`src/rtl/ultrasonic_range_scanner_unit_macros.svh`:
```
// ----------------------------------------------------------------------------
// Assertion macros for the ultrasonic range scanner.
// Each macro turns into a labeled concurrent assertion in simulation and
// into nothing when SYNTHESIS is defined.
// ----------------------------------------------------------------------------
`ifndef ULTRASONIC_RANGE_SCANNER_UNIT_MACROS_SVH
`define ULTRASONIC_RANGE_SCANNER_UNIT_MACROS_SVH

`ifndef SYNTHESIS
`define URS_ASSERT(lbl, clk, rst_n, prop, msg) \
	lbl: assert property (@(posedge clk) disable iff (!rst_n) prop) \
		else $error(msg);
`define URS_NEVER(lbl, clk, rst_n, expr, msg) \
	lbl: assert property (@(posedge clk) disable iff (!rst_n) !(expr)) \
		else $error(msg);
`else
`define URS_ASSERT(lbl, clk, rst_n, prop, msg)
`define URS_NEVER(lbl, clk, rst_n, expr, msg)
`endif

`endif

```
`src/rtl/urs_pkg.sv`:
```
// ----------------------------------------------------------------------------
// urs_pkg
// Types and constants shared by the ultrasonic range scanner modules.
// ----------------------------------------------------------------------------
`default_nettype none

package urs_pkg;

	localparam int DEF_SENSOR_COUNT = 3;
	localparam int DEF_TIMER_WIDTH  = 24;

	localparam int SENSOR_W = 2;
	localparam int TRIG_W   = 3;
	localparam int ECHO_W   = 3;
	localparam int DIST_W   = 19;
	localparam int DIGITS   = 4;
	localparam int BCD_W    = 4 * DIGITS;
	localparam int CFG_W    = 8;
	localparam int CFG_IDX_W = 1;

	localparam int DIVISOR_CM = 58;
	localparam int REM_W      = 6;

	localparam logic [7:0] ASCII_ZERO = 8'h30;

	// Configuration register indexes.
	localparam logic [CFG_IDX_W-1:0] CFG_TRIG_LOW  = 1'b0;
	localparam logic [CFG_IDX_W-1:0] CFG_TRIG_HIGH = 1'b1;

	localparam logic [CFG_W-1:0] TRIG_LOW_RST  = 8'd2;
	localparam logic [CFG_W-1:0] TRIG_HIGH_RST = 8'd20;

	typedef struct packed {
		logic              cmd;
		logic [ECHO_W-1:0] echo_levels;
	} item_t;

	typedef struct packed {
		logic [TRIG_W-1:0]   trigger_lines;
		logic                busy_res;
		logic                reading_valid;
		logic [SENSOR_W-1:0] sensor_number;
		logic [DIST_W-1:0]   distance_cm;
		logic [31:0]         ascii_digits;
		logic                scan_last;
	} res_t;

	// Control from the sequencer to the distance counters.
	typedef struct packed {
		logic start;
		logic inc;
	} dist_ctl_t;

	typedef struct packed {
		logic [DIST_W-1:0] cm;
		logic [BCD_W-1:0]  bcd;
	} dist_val_t;

endpackage

`default_nettype wire

```
`src/rtl/ultrasonic_range_scanner_unit.sv`:
```
// ----------------------------------------------------------------------------
// ultrasonic_range_scanner_unit
// Sequencer for up to three pulse-echo ultrasonic range sensors.
// ----------------------------------------------------------------------------
// Each input beat is one microsecond tick and a tick can be presented on
// every cycle; the result beat for a tick is written into the result buffer
// on the clock edge that takes the tick, and is presented from there. A
// two-entry result buffer holds results while the result side stalls, and
// the input side stalls only when both entries are occupied. The distance
// and its four decimal digits are counted up alongside the echo timer, so a
// reading is ready on the tick the echo falls without any division.
// ----------------------------------------------------------------------------
`default_nettype none

module ultrasonic_range_scanner_unit #(
	parameter int SENSOR_COUNT = urs_pkg::DEF_SENSOR_COUNT,
	parameter int TIMER_WIDTH  = urs_pkg::DEF_TIMER_WIDTH
) (
	input  wire                            clk,
	input  wire                            arst_n,
	input  wire                            cfg_we,
	input  wire  [urs_pkg::CFG_IDX_W-1:0]  cfg_index,
	input  wire  [urs_pkg::CFG_W-1:0]      cfg_data,
	input  wire                            item_valid,
	output logic                           item_stall,
	input  urs_pkg::item_t                 item_data,
	output logic                           res_valid,
	input  wire                            res_stall,
	output urs_pkg::res_t                  res_data
);
	import urs_pkg::*;

	logic      acc;
	logic      buf_full;
	dist_ctl_t dctl;
	dist_val_t dval;
	res_t      res_c;

	assign item_stall = buf_full;
	assign acc        = item_valid && !buf_full;

	urs_seq #(
		.SENSOR_COUNT(SENSOR_COUNT),
		.TIMER_WIDTH (TIMER_WIDTH)
	) u_seq (
		.clk      (clk),
		.arst_n   (arst_n),
		.cfg_we   (cfg_we),
		.cfg_index(cfg_index),
		.cfg_data (cfg_data),
		.acc      (acc),
		.item     (item_data),
		.dval     (dval),
		.dctl     (dctl),
		.res      (res_c)
	);

	urs_dist u_dist (
		.clk   (clk),
		.arst_n(arst_n),
		.ctl   (dctl),
		.val   (dval)
	);

	urs_out_buf u_out_buf (
		.clk      (clk),
		.arst_n   (arst_n),
		.push     (acc),
		.push_data(res_c),
		.full     (buf_full),
		.res_valid(res_valid),
		.res_stall(res_stall),
		.res_data (res_data)
	);

endmodule

`default_nettype wire

```
`src/rtl/urs_dist.sv`:
```
// ----------------------------------------------------------------------------
// urs_dist
// Running quotient of the echo width by 58, kept as a binary count and as a
// four digit decimal count, so no divider is needed at the end of a sensor.
// ----------------------------------------------------------------------------
`default_nettype none

module urs_dist (
	input  wire                 clk,
	input  wire                 arst_n,
	input  urs_pkg::dist_ctl_t  ctl,
	output urs_pkg::dist_val_t  val
);
	import urs_pkg::*;

	logic [REM_W-1:0]  rem_q;
	logic [DIST_W-1:0] quo_q;
	logic [BCD_W-1:0]  bcd_q;
	logic [BCD_W-1:0]  bcd_inc;
	logic              wrap;

	assign wrap = (rem_q == REM_W'(DIVISOR_CM - 1));

	// Decimal increment with the carry rippling through the four digits.
	always_comb begin
		logic carry;
		carry = 1'b1;
		for (int k = 0; k < DIGITS; k++) begin
			if (carry && bcd_q[4*k +: 4] == 4'd9) begin
				bcd_inc[4*k +: 4] = 4'd0;
				carry = 1'b1;
			end else begin
				bcd_inc[4*k +: 4] = bcd_q[4*k +: 4] + {3'd0, carry};
				carry = 1'b0;
			end
		end
	end

	always_ff @(posedge clk) begin
		if (ctl.start) begin
			rem_q <= REM_W'(1);
			quo_q <= '0;
			bcd_q <= '0;
		end else if (ctl.inc) begin
			if (wrap) begin
				rem_q <= '0;
				quo_q <= quo_q + DIST_W'(1);
				bcd_q <= bcd_inc;
			end else begin
				rem_q <= rem_q + REM_W'(1);
			end
		end
	end

	assign val.cm  = quo_q;
	assign val.bcd = bcd_q;

	// The reset only matters for the assertion; counters are loaded on start.
	logic seen_start_q;
	always_ff @(posedge clk or negedge arst_n) begin
		if (!arst_n) begin
			seen_start_q <= 1'b0;
		end else if (ctl.start) begin
			seen_start_q <= 1'b1;
		end
	end

	`include "ultrasonic_range_scanner_unit_macros.svh"

	`URS_NEVER(a_inc_before_start, clk, arst_n, ctl.inc && !seen_start_q, "count before start")
	`URS_NEVER(a_start_and_inc, clk, arst_n, ctl.start && ctl.inc, "start and count together")
	`URS_NEVER(a_rem_range, clk, arst_n, seen_start_q && rem_q >= REM_W'(DIVISOR_CM), "rem range")

endmodule

`default_nettype wire

```
`src/rtl/urs_seq.sv`:
```
// ----------------------------------------------------------------------------
// urs_seq
// Per-tick ranging sequencer: trigger low and high times, echo wait and echo
// width timing for each sensor in turn, and assembly of the result beat.
// ----------------------------------------------------------------------------
`default_nettype none

module urs_seq #(
	parameter int SENSOR_COUNT = urs_pkg::DEF_SENSOR_COUNT,
	parameter int TIMER_WIDTH  = urs_pkg::DEF_TIMER_WIDTH
) (
	input  wire                             clk,
	input  wire                             arst_n,
	input  wire                             cfg_we,
	input  wire  [urs_pkg::CFG_IDX_W-1:0]   cfg_index,
	input  wire  [urs_pkg::CFG_W-1:0]       cfg_data,
	input  wire                             acc,
	input  urs_pkg::item_t                  item,
	input  urs_pkg::dist_val_t              dval,
	output urs_pkg::dist_ctl_t              dctl,
	output urs_pkg::res_t                   res
);
	import urs_pkg::*;

	localparam logic [2:0] PH_IDLE    = 3'd0;
	localparam logic [2:0] PH_LOW     = 3'd1;
	localparam logic [2:0] PH_HIGH    = 3'd2;
	localparam logic [2:0] PH_WAIT    = 3'd3;
	localparam logic [2:0] PH_MEASURE = 3'd4;

	localparam logic [SENSOR_W:0] LAST_BOUND = (SENSOR_W+1)'(SENSOR_COUNT);

	logic [CFG_W-1:0]       low_us_q, high_us_q;
	logic [2:0]             phase_q, phase_d;
	logic [SENSOR_W-1:0]    sensor_q, sensor_d;
	logic [7:0]             cnt_q, cnt_d, cnt_inc;
	logic [TIMER_WIDTH-1:0] timer_q, timer_d;
	logic                   echo_hi;
	logic                   rd_valid, rd_last;
	logic                   start_c, inc_c;
	logic [2:0]             begin_phase;

	always_ff @(posedge clk or negedge arst_n) begin
		if (!arst_n) begin
			low_us_q  <= TRIG_LOW_RST;
			high_us_q <= TRIG_HIGH_RST;
		end else if (cfg_we) begin
			unique case (cfg_index)
				CFG_TRIG_LOW:  low_us_q  <= cfg_data;
				CFG_TRIG_HIGH: high_us_q <= cfg_data;
				default: ;
			endcase
		end
	end

	// A sensor number of three has no echo line.
	assign echo_hi     = (sensor_q != 2'd3) && item.echo_levels[sensor_q];
	assign cnt_inc     = cnt_q + 8'd1;
	assign begin_phase = (low_us_q == '0) ? PH_HIGH : PH_LOW;
	assign rd_last     = ({1'b0, sensor_q} + (SENSOR_W+1)'(1)) >= LAST_BOUND;

	always_comb begin
		phase_d  = phase_q;
		sensor_d = sensor_q;
		cnt_d    = cnt_q;
		timer_d  = timer_q;
		rd_valid = 1'b0;
		start_c  = 1'b0;
		inc_c    = 1'b0;
		unique case (phase_q)
			PH_IDLE: begin
				if (item.cmd) begin
					sensor_d = '0;
					cnt_d    = '0;
					timer_d  = '0;
					phase_d  = begin_phase;
				end
			end
			PH_LOW: begin
				cnt_d = cnt_inc;
				if (cnt_inc >= low_us_q) begin
					phase_d = PH_HIGH;
					cnt_d   = '0;
				end
			end
			PH_HIGH: begin
				cnt_d = cnt_inc;
				if (cnt_inc >= high_us_q) begin
					phase_d = PH_WAIT;
					cnt_d   = '0;
				end
			end
			PH_WAIT: begin
				if (echo_hi) begin
					timer_d = TIMER_WIDTH'(1);
					phase_d = PH_MEASURE;
					start_c = 1'b1;
				end
			end
			PH_MEASURE: begin
				if (echo_hi) begin
					// The timer saturates; the quotient stops with it.
					if (timer_q != '1) begin
						timer_d = timer_q + TIMER_WIDTH'(1);
						inc_c   = 1'b1;
					end
				end else begin
					rd_valid = 1'b1;
					cnt_d    = '0;
					timer_d  = '0;
					if (rd_last) begin
						phase_d  = PH_IDLE;
						sensor_d = '0;
					end else begin
						sensor_d = sensor_q + SENSOR_W'(1);
						phase_d  = begin_phase;
					end
				end
			end
			default: begin
				phase_d = PH_IDLE;
			end
		endcase
	end

	always_ff @(posedge clk or negedge arst_n) begin
		if (!arst_n) begin
			phase_q  <= PH_IDLE;
			sensor_q <= '0;
			cnt_q    <= '0;
			timer_q  <= '0;
		end else if (acc) begin
			phase_q  <= phase_d;
			sensor_q <= sensor_d;
			cnt_q    <= cnt_d;
			timer_q  <= timer_d;
		end
	end

	assign dctl.start = acc && start_c;
	assign dctl.inc   = acc && inc_c;

	always_comb begin
		for (int k = 0; k < TRIG_W; k++) begin
			res.trigger_lines[k] = (phase_d == PH_HIGH) && (sensor_d == SENSOR_W'(k));
		end
		res.busy_res      = (phase_d != PH_IDLE);
		res.reading_valid = rd_valid;
		res.sensor_number = rd_valid ? sensor_q : '0;
		res.distance_cm   = rd_valid ? dval.cm : '0;
		for (int k = 0; k < DIGITS; k++) begin
			res.ascii_digits[8*k +: 8] = rd_valid ?
				(ASCII_ZERO | {4'd0, dval.bcd[4*k +: 4]}) : 8'd0;
		end
		res.scan_last     = rd_valid && rd_last;
	end

	`include "ultrasonic_range_scanner_unit_macros.svh"

	`URS_ASSERT(a_wait_to_measure, clk, arst_n, acc && phase_q == PH_WAIT && echo_hi |=> phase_q == PH_MEASURE, "echo seen but no measure")
	`URS_NEVER(a_timer_nonzero, clk, arst_n, phase_q == PH_MEASURE && timer_q == '0, "timer zero while measuring")
	`URS_ASSERT(a_last_to_idle, clk, arst_n, acc && rd_valid && rd_last |=> phase_q == PH_IDLE && sensor_q == '0, "scan did not end")

endmodule

`default_nettype wire

```
`src/rtl/urs_out_buf.sv`:
```
// ----------------------------------------------------------------------------
// urs_out_buf
// Two-entry result buffer. It parts the sequencer from the result channel so
// that ticks keep flowing while a result beat waits to be taken.
// ----------------------------------------------------------------------------
`default_nettype none

module urs_out_buf (
	input  wire            clk,
	input  wire            arst_n,
	input  wire            push,
	input  urs_pkg::res_t  push_data,
	output logic           full,
	output logic           res_valid,
	input  wire            res_stall,
	output urs_pkg::res_t  res_data
);
	import urs_pkg::*;

	res_t       ent_q [2];
	logic       wr_ptr_q, rd_ptr_q;
	logic [1:0] cnt_q;
	logic       pop;

	assign res_valid = (cnt_q != 2'd0);
	assign full      = (cnt_q == 2'd2);
	assign pop       = res_valid && !res_stall;
	assign res_data  = ent_q[rd_ptr_q];

	always_ff @(posedge clk) begin
		if (push) begin
			ent_q[wr_ptr_q] <= push_data;
		end
	end

	always_ff @(posedge clk or negedge arst_n) begin
		if (!arst_n) begin
			wr_ptr_q <= 1'b0;
			rd_ptr_q <= 1'b0;
			cnt_q    <= 2'd0;
		end else begin
			if (push) begin
				wr_ptr_q <= ~wr_ptr_q;
			end
			if (pop) begin
				rd_ptr_q <= ~rd_ptr_q;
			end
			cnt_q <= cnt_q + {1'b0, push} - {1'b0, pop};
		end
	end

	`include "ultrasonic_range_scanner_unit_macros.svh"

	`URS_NEVER(a_push_full, clk, arst_n, push && full, "push into full buffer")
	`URS_NEVER(a_cnt_range, clk, arst_n, cnt_q == 2'd3, "count out of range")
	`URS_ASSERT(a_pop_only, clk, arst_n, pop && !push |=> cnt_q == $past(cnt_q) - 2'd1, "count not lowered")

endmodule

`default_nettype wire

```
`config.mk`:
```
export PLATFORM = sky130hd
export DESIGN_NAME = ultrasonic_range_scanner_unit
export DESIGN_NICKNAME = d
export VERILOG_FILES = /design/src/rtl/urs_pkg.sv /design/src/rtl/ultrasonic_range_scanner_unit.sv /design/src/rtl/urs_dist.sv /design/src/rtl/urs_seq.sv /design/src/rtl/urs_out_buf.sv
export VERILOG_INCLUDE_DIRS = /design/src /design/src/rtl
export SDC_FILE = /design/constraint.sdc
export NUM_CORES = 1
export LEC_CHECK = 0
export BUFFER_PORTS_ARGS = -buffer_cell sky130_fd_sc_hd__buf_2
export CELL_PAD_IN_SITES_DETAIL_PLACEMENT = 1
export CELL_PAD_IN_SITES_GLOBAL_PLACEMENT = 1
export CORE_MARGIN = 2
export CORE_UTILIZATION = 30
export DETAILED_ROUTE_END_ITERATION = 6
export GPL_TIMING_DRIVEN = 0
export PLACE_DENSITY_LB_ADDON = 0.25
export SLEW_MARGIN = 20
export SYNTH_ARGS = -nofsm -noshare
export SYNTH_HDL_FRONTEND = slang
export SYNTH_SLANG_ARGS = --single-unit
```
`constraint.sdc`:
```
create_clock -name clk -period 4.5 [get_ports clk]
set_clock_uncertainty 0.1 [all_clocks]
set_input_delay 0.225 -clock clk [delete_from_list [all_inputs] [get_ports clk]]
set_output_delay 0.225 -clock clk [all_outputs]
set_load 0.02 [all_outputs]
```
# Word level (Yosys, flattened, before mapping)
# Memories as Yosys holds them, arrays and structs flattened.
# Index checks and enable logic that the tools add are counted.
# classes
n_addsub	12
magnitude_cmp	4
eq_ne	19
n_mux	47
bitwise_logic	3
reduce_logical	26
# op_table
cell	count
$mux 24	4
$pmux 24 s3	1
$mux 8	4
$pmux 8 s4	1
$mux 6	5
$add 24x1->24 const B	1
$ne 24x24->1 const B	1
$add 19x1->19 const B	1
$mux 19	1
$mux 3	6
$eq 4x4->1 const B	4
$ge 8x8->1	2
$mux 4	4
$pmux 3 s5	1
$mux 1	13
$add 4x1->4	3
$logic_and 1x1->1	12
$mux 2	5
$eq 3x2->1 const B	3
$add 8x1->8 const B	1
$logic_not 8->1	1
$add 6x1->6 const B	1
$eq 6x6->1 const B	1
$ne 2x2->1 const B	3
other kinds (25)	32
# word_totals
reg_bits	98
ram_bits	102
input_bits	18
output_inout_bits	61
elab_cells	124
memories	1
# mem_list
name	depth	word_bits	read_ports	rd_ports_with_merged_regs	write_ports	line	source
u_out_buf.ent_q	2	51	1	0	1	urs_out_buf.sv:20	res_t ent_q [2];

# Longest topological paths before layout
# logic_depth
ltp_word	8
depth_mapped	11

# Cells and area by module
# A second synthesis with hierarchy kept.
# hier_totals
hier_cells	878
area_unflattened_um2	10671.5
# modules_own_cells
module	instances	cells_per_inst	area_each_um2	seq_area_each_um2
urs_out_buf	1	202	4764.6	3643.5
urs_seq	1	439	3816.2	1330.0
urs_dist	1	236	2077.0	820.8
ultrasonic_range_scanner_unit	1	1	13.8	0.0

# Worst setup path after synthesis
# Ideal clock, no wire load.
# synth_path
kind	flip-flop to flip-flop
from	register u_out_buf.cnt_q[1]
to	memory u_out_buf.ent_q[0][0] (netlist name) (enable)
setup_time_ns	0.443
arrival_ns	2.606
t_required_ns	3.957
setup_slack_ns	1.350
stages_incl_launch_ff	5
n_path_buf	1
path_cell_list	dfrtp_1 nand2b_1 nand2_1 buf_2 nor2_1
# synth_via
elab_chain_len	5
# synth_lines
item	line	source
start, declared	urs_out_buf.sv:22	logic [1:0] cnt_q;
start signal, assigned	urs_out_buf.sv:48	cnt_q <= cnt_q + {1'b0, push} - {1'b0, pop};
$eq 2x2->1	urs_out_buf.sv:26	assign full = (cnt_q == 2'd2);
$logic_not 1->1	ultrasonic_range_scanner_unit.sv:40	assign acc = item_valid && !buf_full;
$logic_and 1x1->1	ultrasonic_range_scanner_unit.sv:40	
$mux 1	urs_out_buf.sv:31	if (push) begin
$mux 1 (not written as such)	urs_out_buf.sv:32	ent_q[wr_ptr_q] <= push_data;
end, declared	urs_out_buf.sv:20	
# No other way between the ends.

==> out/metrics.json <==
{
  "cts_root_cell": {"value": "clkbuf_16"},
  "cts_tree": {"value": "yes"},
  "layout-drive-gt1-share": {"value": 0.2281},
  "timing_worst_slew_pin_value": {"value": 0.9381, "unit": "ns"},
  "synthDominantCellAreaShare": {"value": 0.2867},
  "setup-violations-final": {"value": 0},
  "globalplace.congestion": {"value": 0.7643},
  "grt-busiest-layer": {"value": "met2"},
  "cp_max_fo": {"value": 6},
  "htree_levels": {"value": 4},
  "final_instance_area": {"value": 0.01059, "unit": "mm²"},
  "yosys.cell_count.top_type": {"value": "edfxtp_1"},
  "finalWorstPathRequiredPeriod": {"value": 3.432, "unit": "ns"},
  "antenna_cells": {"value": 0},
  "critPathLaunchType": {"value": "register"},
  "violation_count_after_the_first_detailed_route_iteration": {"value": 290},
  "critical_path.reg2reg.startpoint": {"value": "u_seq.cnt_q[0]$_DFFE_PN0P_"},
  "placedCellCount": {"value": 1287},
  "r2r_end": {"value": "u_out_buf.ent_q[0][49]$_DFFE_PP_"},
  "antenna_found_initial": {"value": 0},
  "cts_inserted_buffers": {"value": 17},
  "leakagePower": {"value": 0.004361, "unit": "µW"},
  "rows": {"value": 63},
  "clk_transition_reported_paths": {"value": 0.08, "unit": "ns"},
  "rsz0062_at_grt": {"value": "false"},
  "first_pass_iters": {"value": 4},
  "worstSetupPathType": {"value": "register to register"},
  "met2_routing_resource_usage_after_global_routing": {"value": 0.2469},
  "start_util": {"value": 0.3040},
  "grt_pass1_vias": {"value": 6895},
  "use_met3": {"value": 0.02164},
  "clkSinkCount": {"value": 184},
  "cp.required": {"value": 4.59, "unit": "ns"},
  "outcome": {"value": "complete, no violations"},
  "maxSlewHeadroom": {"value": 0.3698},
  "number_of_enable_flip_flop_cells_after_synthesis": {"value": 86},
  "cts_max_path_buffers": {"value": 2},
  "grt.total_usage": {"value": 0.1429},
  "area.growth.synth_to_final": {"value": 17.54, "unit": "%"},
  "vias": {"value": 6467},
  "leftover_overflow_at_the_end_of_global_routing": {"value": 0},
  "post_synth.cell_area_avg": {"value": 11.01, "unit": "µm²"},
  "ys_top_cells_by_count": {"value": "edfxtp_1, nand2_1, nor2_1"},
  "final_cell_count_no_fill": {"value": 1328},
  "ys.flop_type": {"value": "edfxtp_1"},
  "power_density": {"value": 527.6, "unit": "mW/mm²"},
  "wl_per_cell": {"value": 16.23, "unit": "µm"},
  "die_width": {"value": 177.3, "unit": "µm"},
  "r2r.worst_path.cells": {"value": 9},
  "crit_path_dat": {"value": 3.52, "unit": "ns"},
  "power.ir.vdd_worst": {"value": 0.2354, "unit": "mV"},
  "maxClockFrequency": {"value": 291.4, "unit": "MHz"},
  "whs_path_depth": {"value": 3},
  "fin_tns_setup": {"value": 0, "unit": "ns"},
  "yosysSeqAreaShare": {"value": 0.5365},
  "dieHeight": {"value": 177.3, "unit": "µm"},
  "slew_violations": {"value": 0},
  "route.detailed.vias_per_inst": {"value": 4.870},
  "postSynthCellCount": {"value": 818},
  "layout.nets": {"value": 972},
  "synthDominantAreaCellType": {"value": "edfxtp_1"},
  "grt_start_max_net_pins": {"value": 52},
  "floorplan.core_area": {"value": 0.02964, "unit": "mm²"},
  "timing.final.hold_violations": {"value": 0},
  "dp.final_hpwl": {"value": 15280, "unit": "µm"},
  "rrSetupSlack": {"value": 1.07, "unit": "ns"},
  "drc_errors": {"value": 0},
  "worst_path_cell_chain": {"value": "ha_1 > xor2_1 > ha_1 > a31oi_1 > nor2b_1 > o311ai_0 > nand3_1 > a211o_1 > nor4_1"},
  "grtUsageMet1": {"value": 0.1866},
  "asyncSetResetFlopFracSynth": {"value": 0.3098},
  "placement.io_buffers": {"value": 70},
  "timing.hold.worst.start": {"value": "res_stall"},
  "final.period_utilization": {"value": 0.7626},
  "io-pin-count": {"value": 79},
  "synth_seq_cells": {"value": 184},
  "totalWireLength": {"value": 21550, "unit": "µm"},
  "drt.antenna.violating_nets": {"value": 0},
  "global_route_wire_length_before_repair": {"value": 35870, "unit": "µm"},
  "p_total": {"value": 5587, "unit": "µW"},
  "min_path_type": {"value": "input pin to register"},
  "insertion_delay": {"value": 0.43, "unit": "ns"},
  "crit_path_frequent_cell": {"value": "ha_1"},
  "place_area": {"value": 0.009936, "unit": "mm²"},
  "critical_path.max_stage_delay": {"value": 0.53, "unit": "ns"},
  "yosys.cell_types.count": {"value": 75},
  "cp-end-kind": {"value": "register"},
  "die-area": {"value": 0.03143, "unit": "mm²"},
  "worst_hold_path.endpoint": {"value": "u_out_buf.rd_ptr_q$_DFFE_PN0P_"},
  "yosys-top-cells-area": {"value": "edfxtp_1, dfrtp_1, dfxtp_1, mux2_2, ha_1"},
  "synth.cell_area": {"value": 0.009009, "unit": "mm²"},
  "maxCapViolCount": {"value": 0},
  "synth.yosys.warnings": {"value": 0},
  "cts.repair.resized": {"value": 0},
  "crit_slowest_cell": {"value": "o311ai_0"}
}
[state kept, by name, indices dropped and copies added (netlist names), 2 cells and up]
name,count
u_out_buf.cnt_q,2
u_seq.sensor_q,2
u_dist.bcd_q,16
u_seq.timer_q,24
u_out_buf.ent_q,86
u_dist.quo_q,19
u_dist.rem_q,6
u_seq.low_us_q,8
u_seq.high_us_q,8
u_seq.cnt_q,8
u_seq.phase_q,3
[worst max path at each step]
stage | startpoint | to | slack (ns) | depth (start not counted)
floorplan | u_out_buf.cnt_q[1]$_DFF_PN0_ | u_out_buf.ent_q[0][0]$_DFFE_PP_ | 1.35 | 4
global placement | u_out_buf.cnt_q[1]$_DFF_PN0_ | u_out_buf.ent_q[0][15]$_DFFE_PP_ | -0.13 | 4
detailed placement | u_seq.cnt_q[0]$_DFFE_PN0P_ | u_out_buf.ent_q[0][49]$_DFFE_PP_ | 1.04 | 8
CTS | u_seq.cnt_q[0]$_DFFE_PN0P_ | u_out_buf.ent_q[0][49]$_DFFE_PP_ | 1.01 | 8
global route | u_seq.cnt_q[0]$_DFFE_PN0P_ | u_out_buf.ent_q[1][49]$_DFFE_PP_ | 0.74 | 9
finish | u_seq.cnt_q[0]$_DFFE_PN0P_ | u_out_buf.ent_q[0][49]$_DFFE_PP_ | 1.07 | 9
[cells by family (layout without fill, tap and decap cells)]
kind of cell / Yosys count / in the layout / synth area share
muxes: 57 / 57 / 0.07083
adders and majority gates: 29 / 29 / 0.04028
other: 1 / 8 / 0.0004163
DFF: 184 / 184 / 0.5365
and+or+nand+nor: 306 / 306 / 0.1857
xor gates and xnor gates: 35 / 35 / 0.03403
buffers and inverters: 84 / 197 / 0.04667
AOI/OAI and AO/OA: 122 / 122 / 0.08556
[power breakdown]
group | leakage, µW | internal [µW] | total, µW | switching [µW]
Clock | 0.000268 | 736 | 1460 | 723
Sequential | 0.00189 | 2080 | 2210 | 127
Combinational | 0.00220 | 727 | 1920 | 1190
Total | 0.00436 | 3550 | 5590 | 2040
[final cells by class]
type                    count  area [µm²]
fillers                  3342       19050
flip-flops and latches    184        4833
multi-input cells         557        3794
repair buffers             81       490.5
well taps                 390       488.0
clock buffers              18       429.2
plain buffers              52       300.3
clock inverters            14       133.9
inverters                  32       120.1
[timing repair]
item	in CTS	in global routing
buffers inserted	0	0
endpoints found under the hold margin	72	0
hold buffers	9	0
[critical path: cells and delay by family (launching register included)]
family,cells,cell delay [ns]
AOI/OAI and AO/OA,3,1.10
and+or+nand+nor,3,0.69
adders and majority gates,2,0.57
DFF,1,0.48
xor gates and xnor gates,1,0.26
[cells in the final DEF, fill, tap and decap left out, types with 17 or more instances in the layout]
master,instances
nand4_1,18
dfxtp_1,41
ha_1,29
nand2_1,63
nor2_1,55
a21oi_1,37
clkbuf_1,21
mux2_2,54
and3_1,45
buf_2,79
xor2_1,22
dfrtp_1,54
clkbuf_16,17
edfxtp_1,86
o21ai_0,33
buf_4,19
inv_1,31
nand3_1,35
[layer usage]
layer  share of wire  wire (µm)
met1            0.49      10500
met2            0.48      10430
met3           0.020        422
met4          0.0093        201
met5               0          0
[through the flow]
stage          setup WS [ns]  utilization  hold WS (ns)
2_1_floorplan          1.350            -       -0.1706
3_3_place_gp         -0.1337       0.3331        0.3521
3_5_place_dp           1.043       0.3352      -0.03973
4_1_cts                1.012       0.3573     0.0001860
5_1_grt               0.7370       0.3573       0.02909
6_report               1.068       0.3573      0.006451
Note: power is estimated with default switching activity, not from simulation.
